$ cat src/sv/frame_time_window_stats_defines.svh
// Assertion macros shared by the frame time window statistics RTL.
// Depends on nothing; included by the files that carry assertions.
`ifndef FRAME_TIME_WINDOW_STATS_DEFINES_SVH
`define FRAME_TIME_WINDOW_STATS_DEFINES_SVH

`ifndef SYNTHESIS
`define FTWS_ASSERT(lbl, clk, rstn, prop) \
  lbl: assert property (@(posedge clk) disable iff (!rstn) prop) \
    else $error("frame time window stats: assertion failed");
`define FTWS_ASSERT_ALWAYS(lbl, clk, prop) \
  lbl: assert property (@(posedge clk) prop) \
    else $error("frame time window stats: assertion failed");
`else
`define FTWS_ASSERT(lbl, clk, rstn, prop)
`define FTWS_ASSERT_ALWAYS(lbl, clk, prop)
`endif

`endif

$ cat src/sv/ftws_pkg.sv
// Constants, types and helpers for the frame time window statistics block.
// Depends on nothing; used by the top level.
package ftws_pkg;

  localparam int unsigned TIME_W     = 10;
  localparam int unsigned FRAME_W    = 16;
  localparam int unsigned MS_PER_SEC = 1000;
  localparam int unsigned MIN_TIME   = 1;
  localparam int unsigned MAX_TIME   = 1000;

  localparam logic ACT_CLEAR  = 1'b0;
  localparam logic ACT_RECORD = 1'b1;

  typedef enum logic [1:0] {
    DIV_AVG   = 2'd0,
    DIV_BEST  = 2'd1,
    DIV_WORST = 2'd2
  } div_sel_e;

  function automatic logic [TIME_W-1:0] sat_time(input logic [FRAME_W-1:0] ms);
    logic [TIME_W-1:0] res;
    if (ms < FRAME_W'(MIN_TIME)) begin
      res = TIME_W'(MIN_TIME);
    end else if (ms > FRAME_W'(MAX_TIME)) begin
      res = TIME_W'(MAX_TIME);
    end else begin
      res = ms[TIME_W-1:0];
    end
    return res;
  endfunction

endpackage

$ cat src/sv/ftws_ram.sv
// Generic single write port, single read port RAM with registered read data.
// Depends on nothing; holds the frame time ring.
module ftws_ram #(
  parameter int unsigned Width = 10,
  parameter int unsigned Depth = 60
) (
  input  logic                     clk_i,
  input  logic                     we_i,
  input  logic [$clog2(Depth)-1:0] waddr_i,
  input  logic [Width-1:0]         wdata_i,
  input  logic [$clog2(Depth)-1:0] raddr_i,
  output logic [Width-1:0]         rdata_o
);

  logic [Width-1:0] mem_q [Depth];
  logic [Width-1:0] rdata_q;

  always_ff @(posedge clk_i) begin
    if (we_i) begin
      mem_q[waddr_i] <= wdata_i;
    end
    rdata_q <= mem_q[raddr_i];
  end

  assign rdata_o = rdata_q;

endmodule

$ cat src/sv/ftws_div.sv
// Shared restoring divider, one quotient bit per cycle.
// Depends on the assertion macros in frame_time_window_stats_defines.svh.
`include "frame_time_window_stats_defines.svh"

module ftws_div #(
  parameter int unsigned W = 16
) (
  input  logic         clk_i,
  input  logic         rst_ni,
  input  logic         start_i,
  input  logic [W-1:0] dividend_i,
  input  logic [W-1:0] divisor_i,
  output logic         busy_o,
  output logic         done_o,
  output logic [W-1:0] quotient_o
);

  localparam int unsigned CW = $clog2(W + 1);

  logic [W-1:0]  rem_q, rem_d;
  logic [W-1:0]  quo_q, quo_d;
  logic [W-1:0]  den_q, den_d;
  logic [CW-1:0] cnt_q, cnt_d;
  logic          busy_q, busy_d;
  logic          done_q, done_d;
  logic [W:0]    shifted;
  logic [W:0]    diff;
  logic          ge;

  assign shifted = {rem_q, quo_q[W-1]};
  assign diff    = shifted - {1'b0, den_q};
  assign ge      = (shifted >= {1'b0, den_q});

  always_comb begin
    rem_d  = rem_q;
    quo_d  = quo_q;
    den_d  = den_q;
    cnt_d  = cnt_q;
    busy_d = busy_q;
    done_d = 1'b0;
    if (start_i && !busy_q) begin
      rem_d  = '0;
      quo_d  = dividend_i;
      den_d  = divisor_i;
      cnt_d  = CW'(W);
      busy_d = 1'b1;
    end else if (busy_q) begin
      rem_d = ge ? diff[W-1:0] : shifted[W-1:0];
      quo_d = {quo_q[W-2:0], ge};
      cnt_d = cnt_q - 1'b1;
      if (cnt_q == CW'(1)) begin
        busy_d = 1'b0;
        done_d = 1'b1;
      end
    end
  end

  always_ff @(posedge clk_i or negedge rst_ni) begin
    if (!rst_ni) begin
      cnt_q  <= '0;
      busy_q <= 1'b0;
      done_q <= 1'b0;
    end else begin
      cnt_q  <= cnt_d;
      busy_q <= busy_d;
      done_q <= done_d;
    end
  end

  always_ff @(posedge clk_i) begin
    rem_q <= rem_d;
    quo_q <= quo_d;
    den_q <= den_d;
  end

  assign busy_o     = busy_q;
  assign done_o     = done_q;
  assign quotient_o = quo_q;

  `FTWS_ASSERT(a_div_done_single, clk_i, rst_ni, done_o |=> !done_o)
  `FTWS_ASSERT(a_div_busy_count, clk_i, rst_ni, busy_o |-> (cnt_q != '0))

endmodule

$ cat src/sv/frame_time_window_stats.sv
// Top level of the frame time window statistics block: sequencer, ring and accumulators.
// Depends on ftws_pkg, ftws_ram, ftws_div and frame_time_window_stats_defines.svh.
//
// Each request either clears the ring of the last HISTORY frame times or records one time,
// saturated to 1..1000 ms. The block then reads the ring back one entry per cycle from its
// RAM, summing it and tracking the shortest and longest entries, and finally runs three
// divisions (average rate, then 1000 over the shortest and over the longest time) one after
// another on a single bit-serial divider. The ring read and the divider take up most of the
// time of a request. One request is processed at a time; in_ready_o is high only while the
// block is idle, though a finished result may still be waiting at the output. Clearing uses
// per-entry valid bits, so it does not have to write each RAM entry.
`include "frame_time_window_stats_defines.svh"

module frame_time_window_stats
  import ftws_pkg::*;
#(
  parameter int unsigned HISTORY = 60
) (
  input  logic                clk_i,
  input  logic                rst_ni,
  input  logic                in_valid_i,
  output logic                in_ready_o,
  input  logic                action_i,
  input  logic [FRAME_W-1:0]  frame_ms_i,
  output logic                out_valid_o,
  input  logic                out_ready_i,
  output logic [TIME_W-1:0]   average_rate_o,
  output logic [TIME_W-1:0]   best_gap_o,
  output logic [TIME_W-1:0]   worst_gap_o
);

  localparam int unsigned AW = (HISTORY > 1) ? $clog2(HISTORY) : 1;
  localparam int unsigned NW = $clog2(HISTORY * MS_PER_SEC + 1);
  localparam logic [NW-1:0] HIST_MS = NW'(HISTORY * MS_PER_SEC);

  typedef enum logic [5:0] {
    S_IDLE     = 6'b000001,
    S_WALK     = 6'b000010,
    S_DRAIN    = 6'b000100,
    S_DIV_GO   = 6'b001000,
    S_DIV_WAIT = 6'b010000,
    S_OUT      = 6'b100000
  } ftws_state_e;

  ftws_state_e       state_q, state_d;
  div_sel_e          sel_q, sel_d;
  logic [AW-1:0]     slot_q, slot_d;
  logic [AW-1:0]     rd_addr_q, rd_addr_d;
  logic [HISTORY-1:0] valid_q, valid_d;
  logic              rd_vld_q, rd_vld_d;
  logic              ent_vld_q;
  logic [NW-1:0]     total_q, total_d;
  logic [TIME_W-1:0] min_q, min_d;
  logic [TIME_W-1:0] max_q, max_d;
  logic [TIME_W-1:0] avg_q, avg_d;
  logic [TIME_W-1:0] best_q, best_d;
  logic [TIME_W-1:0] worst_q, worst_d;
  logic              out_valid_q, out_valid_d;
  logic [TIME_W-1:0] out_avg_q, out_best_q, out_worst_q;
  logic              load_out;

  logic              accept;
  logic              ram_we;
  logic [TIME_W-1:0] ram_wdata;
  logic [TIME_W-1:0] ram_rdata;
  logic [TIME_W-1:0] entry;

  logic              div_start;
  logic [NW-1:0]     div_dividend;
  logic [NW-1:0]     div_divisor;
  logic              div_busy;
  logic              div_done;
  logic [NW-1:0]     div_quo;
  logic [TIME_W-1:0] quo_t;

  assign in_ready_o = (state_q == S_IDLE);
  assign accept     = in_valid_i && in_ready_o;
  assign ram_we     = accept && (action_i == ACT_RECORD);
  assign ram_wdata  = sat_time(frame_ms_i);
  assign entry      = ent_vld_q ? ram_rdata : TIME_W'(MIN_TIME);
  assign quo_t      = div_quo[TIME_W-1:0];
  assign div_start  = (state_q == S_DIV_GO);

  ftws_ram #(
    .Width (TIME_W),
    .Depth (HISTORY)
  ) u_ring (
    .clk_i   (clk_i),
    .we_i    (ram_we),
    .waddr_i (slot_q),
    .wdata_i (ram_wdata),
    .raddr_i (rd_addr_q),
    .rdata_o (ram_rdata)
  );

  always_comb begin
    case (sel_q)
      DIV_AVG: begin
        div_dividend = HIST_MS;
        div_divisor  = total_q;
      end
      DIV_BEST: begin
        div_dividend = NW'(MS_PER_SEC);
        div_divisor  = NW'(min_q);
      end
      DIV_WORST: begin
        div_dividend = NW'(MS_PER_SEC);
        div_divisor  = NW'(max_q);
      end
      default: begin
        div_dividend = HIST_MS;
        div_divisor  = total_q;
      end
    endcase
  end

  ftws_div #(
    .W (NW)
  ) u_div (
    .clk_i      (clk_i),
    .rst_ni     (rst_ni),
    .start_i    (div_start),
    .dividend_i (div_dividend),
    .divisor_i  (div_divisor),
    .busy_o     (div_busy),
    .done_o     (div_done),
    .quotient_o (div_quo)
  );

  always_comb begin
    state_d     = state_q;
    sel_d       = sel_q;
    slot_d      = slot_q;
    rd_addr_d   = rd_addr_q;
    valid_d     = valid_q;
    rd_vld_d    = 1'b0;
    total_d     = total_q;
    min_d       = min_q;
    max_d       = max_q;
    avg_d       = avg_q;
    best_d      = best_q;
    worst_d     = worst_q;
    load_out    = 1'b0;
    out_valid_d = out_valid_q && !out_ready_i;

    if (rd_vld_q) begin
      total_d = total_q + NW'(entry);
      if (entry < min_q) begin
        min_d = entry;
      end
      if (entry > max_q) begin
        max_d = entry;
      end
    end

    case (state_q)
      S_IDLE: begin
        if (accept) begin
          if (action_i == ACT_CLEAR) begin
            valid_d = '0;
            slot_d  = '0;
          end else begin
            valid_d[slot_q] = 1'b1;
            slot_d = (slot_q == AW'(HISTORY - 1)) ? '0 : slot_q + 1'b1;
          end
          rd_addr_d = '0;
          total_d   = '0;
          min_d     = TIME_W'(MAX_TIME);
          max_d     = TIME_W'(MIN_TIME);
          sel_d     = DIV_AVG;
          state_d   = S_WALK;
        end
      end
      S_WALK: begin
        rd_vld_d  = 1'b1;
        rd_addr_d = rd_addr_q + 1'b1;
        if (rd_addr_q == AW'(HISTORY - 1)) begin
          state_d = S_DRAIN;
        end
      end
      S_DRAIN: begin
        state_d = S_DIV_GO;
      end
      S_DIV_GO: begin
        state_d = S_DIV_WAIT;
      end
      S_DIV_WAIT: begin
        if (div_done) begin
          case (sel_q)
            DIV_AVG: begin
              avg_d   = quo_t;
              sel_d   = DIV_BEST;
              state_d = S_DIV_GO;
            end
            DIV_BEST: begin
              best_d  = quo_t - avg_q;
              sel_d   = DIV_WORST;
              state_d = S_DIV_GO;
            end
            default: begin
              worst_d = avg_q - quo_t;
              state_d = S_OUT;
            end
          endcase
        end
      end
      S_OUT: begin
        if (!out_valid_q || out_ready_i) begin
          load_out    = 1'b1;
          out_valid_d = 1'b1;
          state_d     = S_IDLE;
        end
      end
      default: begin
        state_d = S_IDLE;
      end
    endcase
  end

  always_ff @(posedge clk_i or negedge rst_ni) begin
    if (!rst_ni) begin
      state_q     <= S_IDLE;
      sel_q       <= DIV_AVG;
      slot_q      <= '0;
      rd_addr_q   <= '0;
      valid_q     <= '0;
      rd_vld_q    <= 1'b0;
      out_valid_q <= 1'b0;
    end else begin
      state_q     <= state_d;
      sel_q       <= sel_d;
      slot_q      <= slot_d;
      rd_addr_q   <= rd_addr_d;
      valid_q     <= valid_d;
      rd_vld_q    <= rd_vld_d;
      out_valid_q <= out_valid_d;
    end
  end

  always_ff @(posedge clk_i) begin
    ent_vld_q <= valid_q[rd_addr_q];
    total_q   <= total_d;
    min_q     <= min_d;
    max_q     <= max_d;
    avg_q     <= avg_d;
    best_q    <= best_d;
    worst_q   <= worst_d;
    if (load_out) begin
      out_avg_q   <= avg_q;
      out_best_q  <= best_q;
      out_worst_q <= worst_q;
    end
  end

  assign out_valid_o    = out_valid_q;
  assign average_rate_o = out_avg_q;
  assign best_gap_o     = out_best_q;
  assign worst_gap_o    = out_worst_q;

  `FTWS_ASSERT(a_ready_div_idle, clk_i, rst_ni, in_ready_o |-> !div_busy)
  `FTWS_ASSERT(a_accept_busy, clk_i, rst_ni, accept |=> !in_ready_o)
  `FTWS_ASSERT(a_walk_bounds, clk_i, rst_ni,
    (state_q == S_DIV_GO) |-> ((min_q <= max_q) && (total_q >= NW'(HISTORY))))
  `FTWS_ASSERT(a_out_rate_nonzero, clk_i, rst_ni, out_valid_o |-> (average_rate_o != '0))

endmodule
$ cat config.mk
export PLATFORM = sky130hd
export DESIGN_NAME = frame_time_window_stats
export DESIGN_NICKNAME = d
export VERILOG_FILES = /design/src/sv/ftws_pkg.sv /design/src/sv/ftws_ram.sv /design/src/sv/ftws_div.sv /design/src/sv/frame_time_window_stats.sv
export VERILOG_INCLUDE_DIRS = /design/src /design/src/sv
export SDC_FILE = /design/constraint.sdc
export NUM_CORES = 1
export LEC_CHECK = 0
export BUFFER_PORTS_ARGS = -buffer_cell sky130_fd_sc_hd__buf_2
export CORE_MARGIN = 2
export CORE_UTILIZATION = 53
export DETAILED_ROUTE_END_ITERATION = 7
export PLACE_DENSITY_LB_ADDON = 0.08
export SETUP_SLACK_MARGIN = 0.2
export SLEW_MARGIN = 10
export SYNTH_ARGS = -nofsm -noshare
export SYNTH_HDL_FRONTEND = slang
export SYNTH_HIERARCHICAL = 1
export SYNTH_SLANG_ARGS = --single-unit
$ cat constraint.sdc
create_clock -name clk_i -period 8.3 [get_ports clk_i]
set_input_delay 0.415 -clock clk_i [delete_from_list [all_inputs] [get_ports clk_i]]
set_output_delay 0.415 -clock clk_i [all_outputs]
set_load 0.02 [all_outputs]
Word level (Yosys, flattened, before mapping)
Memory sizes are Yosys's and may differ from the RTL's. A register that Yosys moved wholly into a read port is not among the register bits.
Index checks and enable logic that the tools add are counted.
{"block": "classes", "n_reduce_logical": 22, "bitwise": 2, "magnitude_cmp": 8, "n_eq_ne": 16, "n_addsub": 7, "muxes": 53}
{"cell": "two-way mux 16 bit", "count": 7}
{"cell": "two-way mux 10 bit", "count": 11}
{"cell": "two-way mux 60 bit", "count": 1}
{"cell": "bitwise OR 60 bit", "count": 1}
{"cell": "two-way mux 6 bit", "count": 8}
{"cell": "case mux 6 bit (6 select lines)", "count": 1}
{"cell": "case mux 16 bit (2 select lines)", "count": 1}
{"cell": "subtractor 10 bit", "count": 2}
{"cell": "== test 6 bit (second input constant)", "count": 3}
{"cell": ">= comparator 17 x 16 -> 1 bit", "count": 1}
{"cell": "adder 16 x 10 -> 16 bit", "count": 1}
{"cell": "> comparator 16 x 10 -> 1 bit (second input constant)", "count": 1}
{"cell": "< comparator 16 x 1 -> 1 bit (second input constant)", "count": 1}
{"cell": "subtractor 16 bit", "count": 1}
{"cell": "two-way mux 1 bit", "count": 15}
{"cell": "< comparator 6 x 7 -> 1 bit (second input constant)", "count": 2}
{"cell": "adder 6 x 1 -> 6 bit (second input constant)", "count": 2}
{"cell": "case mux 6 bit (2 select lines)", "count": 1}
{"cell": "> comparator 10 bit", "count": 1}
{"cell": "< comparator 10 bit", "count": 1}
{"cell": "two-way mux 5 bit", "count": 2}
{"cell": "AND reduction 3 bit", "count": 3}
{"cell": "case mux 2 bit (2 select lines)", "count": 2}
{"cell": "AND reduction 4 bit", "count": 2}
{"cell": "24 further kinds", "count": 37}
{"block": "totals", "n_memories": 1, "mem_bits_rw": 600, "out_inout_bits": 32, "ff_bits": 234, "wordCells": 132, "inputBits": 21}
{"name": "u_ring.mem_q", "words": 60, "width": 10, "rd": 1, "rd_clocked_by_memory_dff": 1, "write_ports": 1, "line_no": "ftws_ram.sv:15", "source": "logic [Width-1:0] mem_q [Depth];"}

Depth between registers and ports, before layout
{"block": "logic_depth", "word_depth": 6, "ltp_mapped": 13}

Modules after synthesis
The synthesis kept the hierarchy.
{"module": "ftws_ram", "n_inst": 1, "area_each_um2": 23537.6, "cells_each": 1087}
{"module": "frame_time_window_stats", "n_inst": 1, "area_each_um2": 9529.1, "cells_each": 976}
{"module": "ftws_div", "n_inst": 1, "area_each_um2": 3203.1, "cells_each": 308}

Worst setup path after synthesis
OpenSTA, ideal clock, no wires.
{"block": "synth_path", "kind": "input to register", "from": "input frame_ms_i[12]", "to": "memory u_ring.mem_q[0][0], data pin", "arrival_ns": 3.954, "stages": 4, "slack_ns": 3.656, "path_cell_list": "nor4_1 -> nand2_1 -> or2_2 -> o31ai_1"}
{"block": "synth_via", "elab_chain_len": 3}
{"element": "start: declaration", "line_no": "frame_time_window_stats.sv:24", "source": "input logic [FRAME_W-1:0] frame_ms_i,"}
{"element": "> comparator 16 x 10 -> 1 bit", "line_no": "ftws_pkg.sv:24", "source": "end else if (ms > FRAME_W'(MAX_TIME)) begin"}
{"element": "two-way mux 10 bit", "line_no": "ftws_pkg.sv:24"}
{"element": "two-way mux 10 bit (*)", "line_no": "ftws_pkg.sv:22", "source": "if (ms < FRAME_W'(MIN_TIME)) begin"}
{"element": "net ram_wdata[0]", "line_no": "frame_time_window_stats.sv:64", "source": "logic [TIME_W-1:0] ram_wdata;"}
{"element": "end: declaration", "line_no": "ftws_ram.sv:15"}
The timed path passes the listed nets; every way through them passes the cells marked *.

Worst setup path in the final report
{"block": "layout_path", "from": "register state_q[2]", "to": "memory u_ring.mem_q[43][1] (enable)"}
{"block": "layout_via", "elab_chain_len": 5}
{"element": "start: declaration", "line_no": "frame_time_window_stats.sv:45", "source": "ftws_state_e state_q, state_d;"}
{"element": "start signal: assignment", "line_no": "frame_time_window_stats.sv:230", "source": "state_q <= state_d;"}
{"element": "== test 6 x 1 -> 1 bit", "line_no": "frame_time_window_stats.sv:76", "source": "assign in_ready_o = (state_q == S_IDLE);"}
{"element": "logical AND 1 bit", "line_no": "frame_time_window_stats.sv:77", "source": "assign accept = in_valid_i && in_ready_o;"}
{"element": "logical AND 1 bit", "line_no": "frame_time_window_stats.sv:78", "source": "assign ram_we = accept && (action_i == ACT_RECORD);"}
{"element": "net ram_we", "line_no": "frame_time_window_stats.sv:63", "source": "logic ram_we;"}
{"element": "two-way mux 1 bit", "line_no": "ftws_ram.sv:19", "source": "if (we_i) begin"}
{"element": "two-way mux 1 bit (not written as such)", "line_no": "ftws_ram.sv:20", "source": "mem_q[waddr_i] <= wdata_i;"}
The timed path passes the listed nets, and every way through them passes these cells.

==> reports/results.txt <==
The number of clock buffers added by TritonCTS is 86. In this run, post-CTS repair resized a total of 0 instances. The tools report the number of fillers in the final layout as 5,051. For the pin with the worst max-slew slack, the measured transition is 1170 ps.

The kind of end point of the critical path was a register. The logs give 0 for the initial antenna violation count and 2,492 for the net count of the finished layout. Setup repair after global routing left no endpoint under its margin. The first-iteration detailed-routing DRC count came out at 2,141. IR analysis of the VDD net gives a maximum drop of 0.000183 V.

The tree is rooted in a clkbuf_16. The first global-routing pass estimated 130,000 um of wire. The run finished with clean final reports. The number of antenna diodes was 0; the number of levels the H-tree was split into was 3. For the synthesized area, the log shows 0.0363 mm2. Each instance of the synthesized netlist takes up on average 15.3 um2.

In the final layout, the share of cells above drive strength 1 is 18.0%. For this run, the number of Yosys warnings is 6. The pre-antenna-repair detailed-routing pass consisted of 6 iterations. Setup violations remaining at the end of the flow were counted as 0.

In this run the worst path has a maximum fanout of 40. For the static power due to leakage, the log shows 14.4 nW. After synthesis, the most frequently instantiated cells are 692 x edfxtp_1, 206 x nor2_1, 165 x mux4_2. The die covers 0.0705 mm2. The number of enable flip-flop cells after synthesis works out to 692. The clock-pin transition on the worst setup and hold timing paths was 70 ps. At the worst endpoint, the required time is 8560 ps. The via count of the first global-routing pass is 21.1k, and the final period demand of the worst path is 4530 ps.

The count of nets left with antenna violations once routing finished came out at 0. The average wire length per cell after detail routing was 25.3 um. The number of buffers and inverters on the critical path was 2.

Yosys attributes the largest share of cell area to edfxtp_1 57%, mux4_2 10%, dfrtp_1 6.1%. During placement, the flow inserted port buffers numbering 52. The tools report the number of rows in the core area as 95.

After technology mapping, the gate count stands at 2,371. The main flop type after synthesis is edfxtp_1. Counting along the longest clock path gives a buffer depth of 3. The final-layout setup total negative slack is 0 ps. On the critical path the largest part of the delay comes from simple AND/OR/NAND/NOR gates.

The floorplan step set the die width to 266 um. The core region is 0.0675 mm2. After detailed routing, the total wire length is 84,900 um. Measured along the y axis, the die boundary spans 266 um. Most common cell in the netlist: edfxtp_1. For this run, asynchronously set or reset flops after synthesis account for 10.5%. The tools report the number of I/O pins as 53. Summing the sequential cell areas from Yosys gives 66.9% of the chip area. The congestion estimate from routability-driven global placement came to 0.883. In this run the worst hold path is classified as in2reg. The count of pins over their slew limit is 0. The area share of the leading cell type in the synthesized netlist is 57.3%, and the largest stage delay on the critical path is 940 ps.

The maximum number of pins on one net before global-route repair was 87. The relative slew slack was 21.7%. OpenSTA, run right after detailed placement, puts the worst setup slack at 3830 ps. The clock sink count is 844, and the global routing usage summed across all routing layers is 24.4%. For the worst-skew pair, the clock arrives at the later sink with an insertion delay of 650 ps. Summed over all instances, the cell type with the most area after synthesis is edfxtp_1. The total overflow left after global routing is 0. The logs give 0 for the remaining design rule violation count and 0 for the total of max-cap violations.

The area growth from synthesis to layout is 10.3%. In this run the power density over the cells is 264 mW/mm2. The detailed router placed 20.9k vias in this run. The critical path class is reg2reg.

Based on the critical path, the design can be clocked at up to 221 MHz. On the critical path, the stage with the largest delay is an instance of nor2_1. Summing all multi-input logic gate instances after layout gives 0.0110 mm2.

Detailed placement finished with a half-perimeter wire length of 54,100 um. Clock skew on the completed layout was measured at 30.0 ps. TritonCTS built the clock tree.

In this run, synthesis produced a sequential element count of 844. The number of endpoints with negative hold slack in the final report was 0; the sequential cell area in the final layout was 0.0243 mm2. The critical path goes through or3_1 > or4_4 > clkinv_2 > and2_4 > nand2_1 > inv_1 > nor2b_1 > nand3_1 > nor2_1.

Dividing the final minimum period by the clock period gives 54.6%. The worst setup path is launched from a register. For this configuration, the core starts out at a cell density of 53.7%. The worst path meets setup with 3770 ps of slack.

Data arrives at the worst endpoint at 4790 ps. The number of vias per cell is 6.23, and the count of distinct cell types in the synthesized netlist is 100.
-- cell type report --
cell class                      count  area share, %
Sequential cell                   844           60.7
Multi-Input combinational cell   1315           27.5
Clock buffer                      114           5.95
Tap cell                          873           2.73
Timing Repair Buffer               81           1.24
Clock inverter                     47           1.08
Inverter                           83          0.782
-- logic make-up (layout without fill, tap and decap cells) --
| family | count (synthesis) | after routing | share of synthesized area [%] |
|---|---|---|---|
| xor+xnor | 42 | 42 | 1.01 |
| mux | 243 | 243 | 12.5 |
| simple gates | 584 | 584 | 7.59 |
| flops | 844 | 844 | 66.9 |
| buf+inv | 219 | 325 | 2.92 |
| compound gates | 372 | 372 | 6.79 |
| fa+ha+maj | 65 | 65 | 2.27 |
| other cells | 2 | 9 | 0.0207 |
-- metrics by stage --
stage / hold WS, ps / cells / utilization (%) / cell area, um2 / power, mW
6_report: 91.2 / 3357 / 59.3 / 40000 / 10.6
5_1_grt: 94.5 / 3357 / 59.3 / 40000 / 11.0
4_1_cts: 58.7 / 3357 / 59.3 / 40000 / 10.6
3_5_place_dp: 299 / 3195 / 55.1 / 37200 / 6.86
3_3_place_gp: 298 / 3195 / 55.1 / 37200 / 6.82
2_1_floorplan: 119 / 2378 / - / 36300 / 6.42
-- cell usage in the layout (no fill, tap or decap), drive strengths merged, types with 65 or more instances in the layout --
master / netlist / routed
o21ai: 65 / 65
clkbuf: 61 / 114
mux4: 165 / 165
nand2: 155 / 155
dfrtp: 88 / 88
buf: 75 / 80
nor2: 208 / 208
edfxtp: 692 / 692
a21oi: 113 / 113
inv: 81 / 88
-- flip-flops by register name, summed over array words and instances (netlist names), 16 cells and up --
signal / count
u_div/rem_q: 16
u_div/den_q: 16
u_div/quotient_o: 16
total_q: 16
u_ring/mem_q: 600
valid_q: 60
-- report_power, final --
| group | switching [mW] | internal [mW] | total [mW] |
|---|---|---|---|
| Sequential | 0.306 | 4.67 | 4.98 |
| Clock | 1.62 | 2.17 | 3.79 |
| Combinational | 0.980 | 0.815 | 1.79 |
-- path summary, 6_finish.rpt --
kind                             from             endpoint  slack, ps  cells after the start
setup reg to reg           state_q[2]  u_ring/mem_q[43][1]       3770                      9
min in group asynchronous      rst_ni           state_q[1]        250                      2
setup / recovery           state_q[2]  u_ring/mem_q[43][1]       3770                      9
hold / removal               action_i            slot_q[1]         90                      3
hold reg to reg             best_q[4]        best_gap_o[4]        420                      0
max in group asynchronous      rst_ni         rd_addr_q[1]       6760                      3
-- worst reg2reg max path, cell delays in order, from the launching register on --
cell and delay [ps]:
dfrtp_1 470, or3_1 390, or4_4 470, clkinv_2 150, and2_4 460, nand2_1 200
inv_1 170, nor2b_1 280, nand3_1 620, nor2_1 940
-- metal layers --
metal / vias up / part of all wire [%] / track usage (%)
met3: 151 / 6.1 / 3.47
met2: 774 / 50 / 40.9
met4: 0 / 2.8 / 7.30
met1: 10800 / 42 / 33.6
li1: 9211 / - / -
met5: - / 0 / 0
-- repair_timing --
item	4_1_cts	5_1_grt
setup endpoints to repair	0	0
endpoints found under the hold margin	16	0
setup buffers	0	0
hold buffers	1	0
Note: power is estimated with default switching activity, not from simulation.
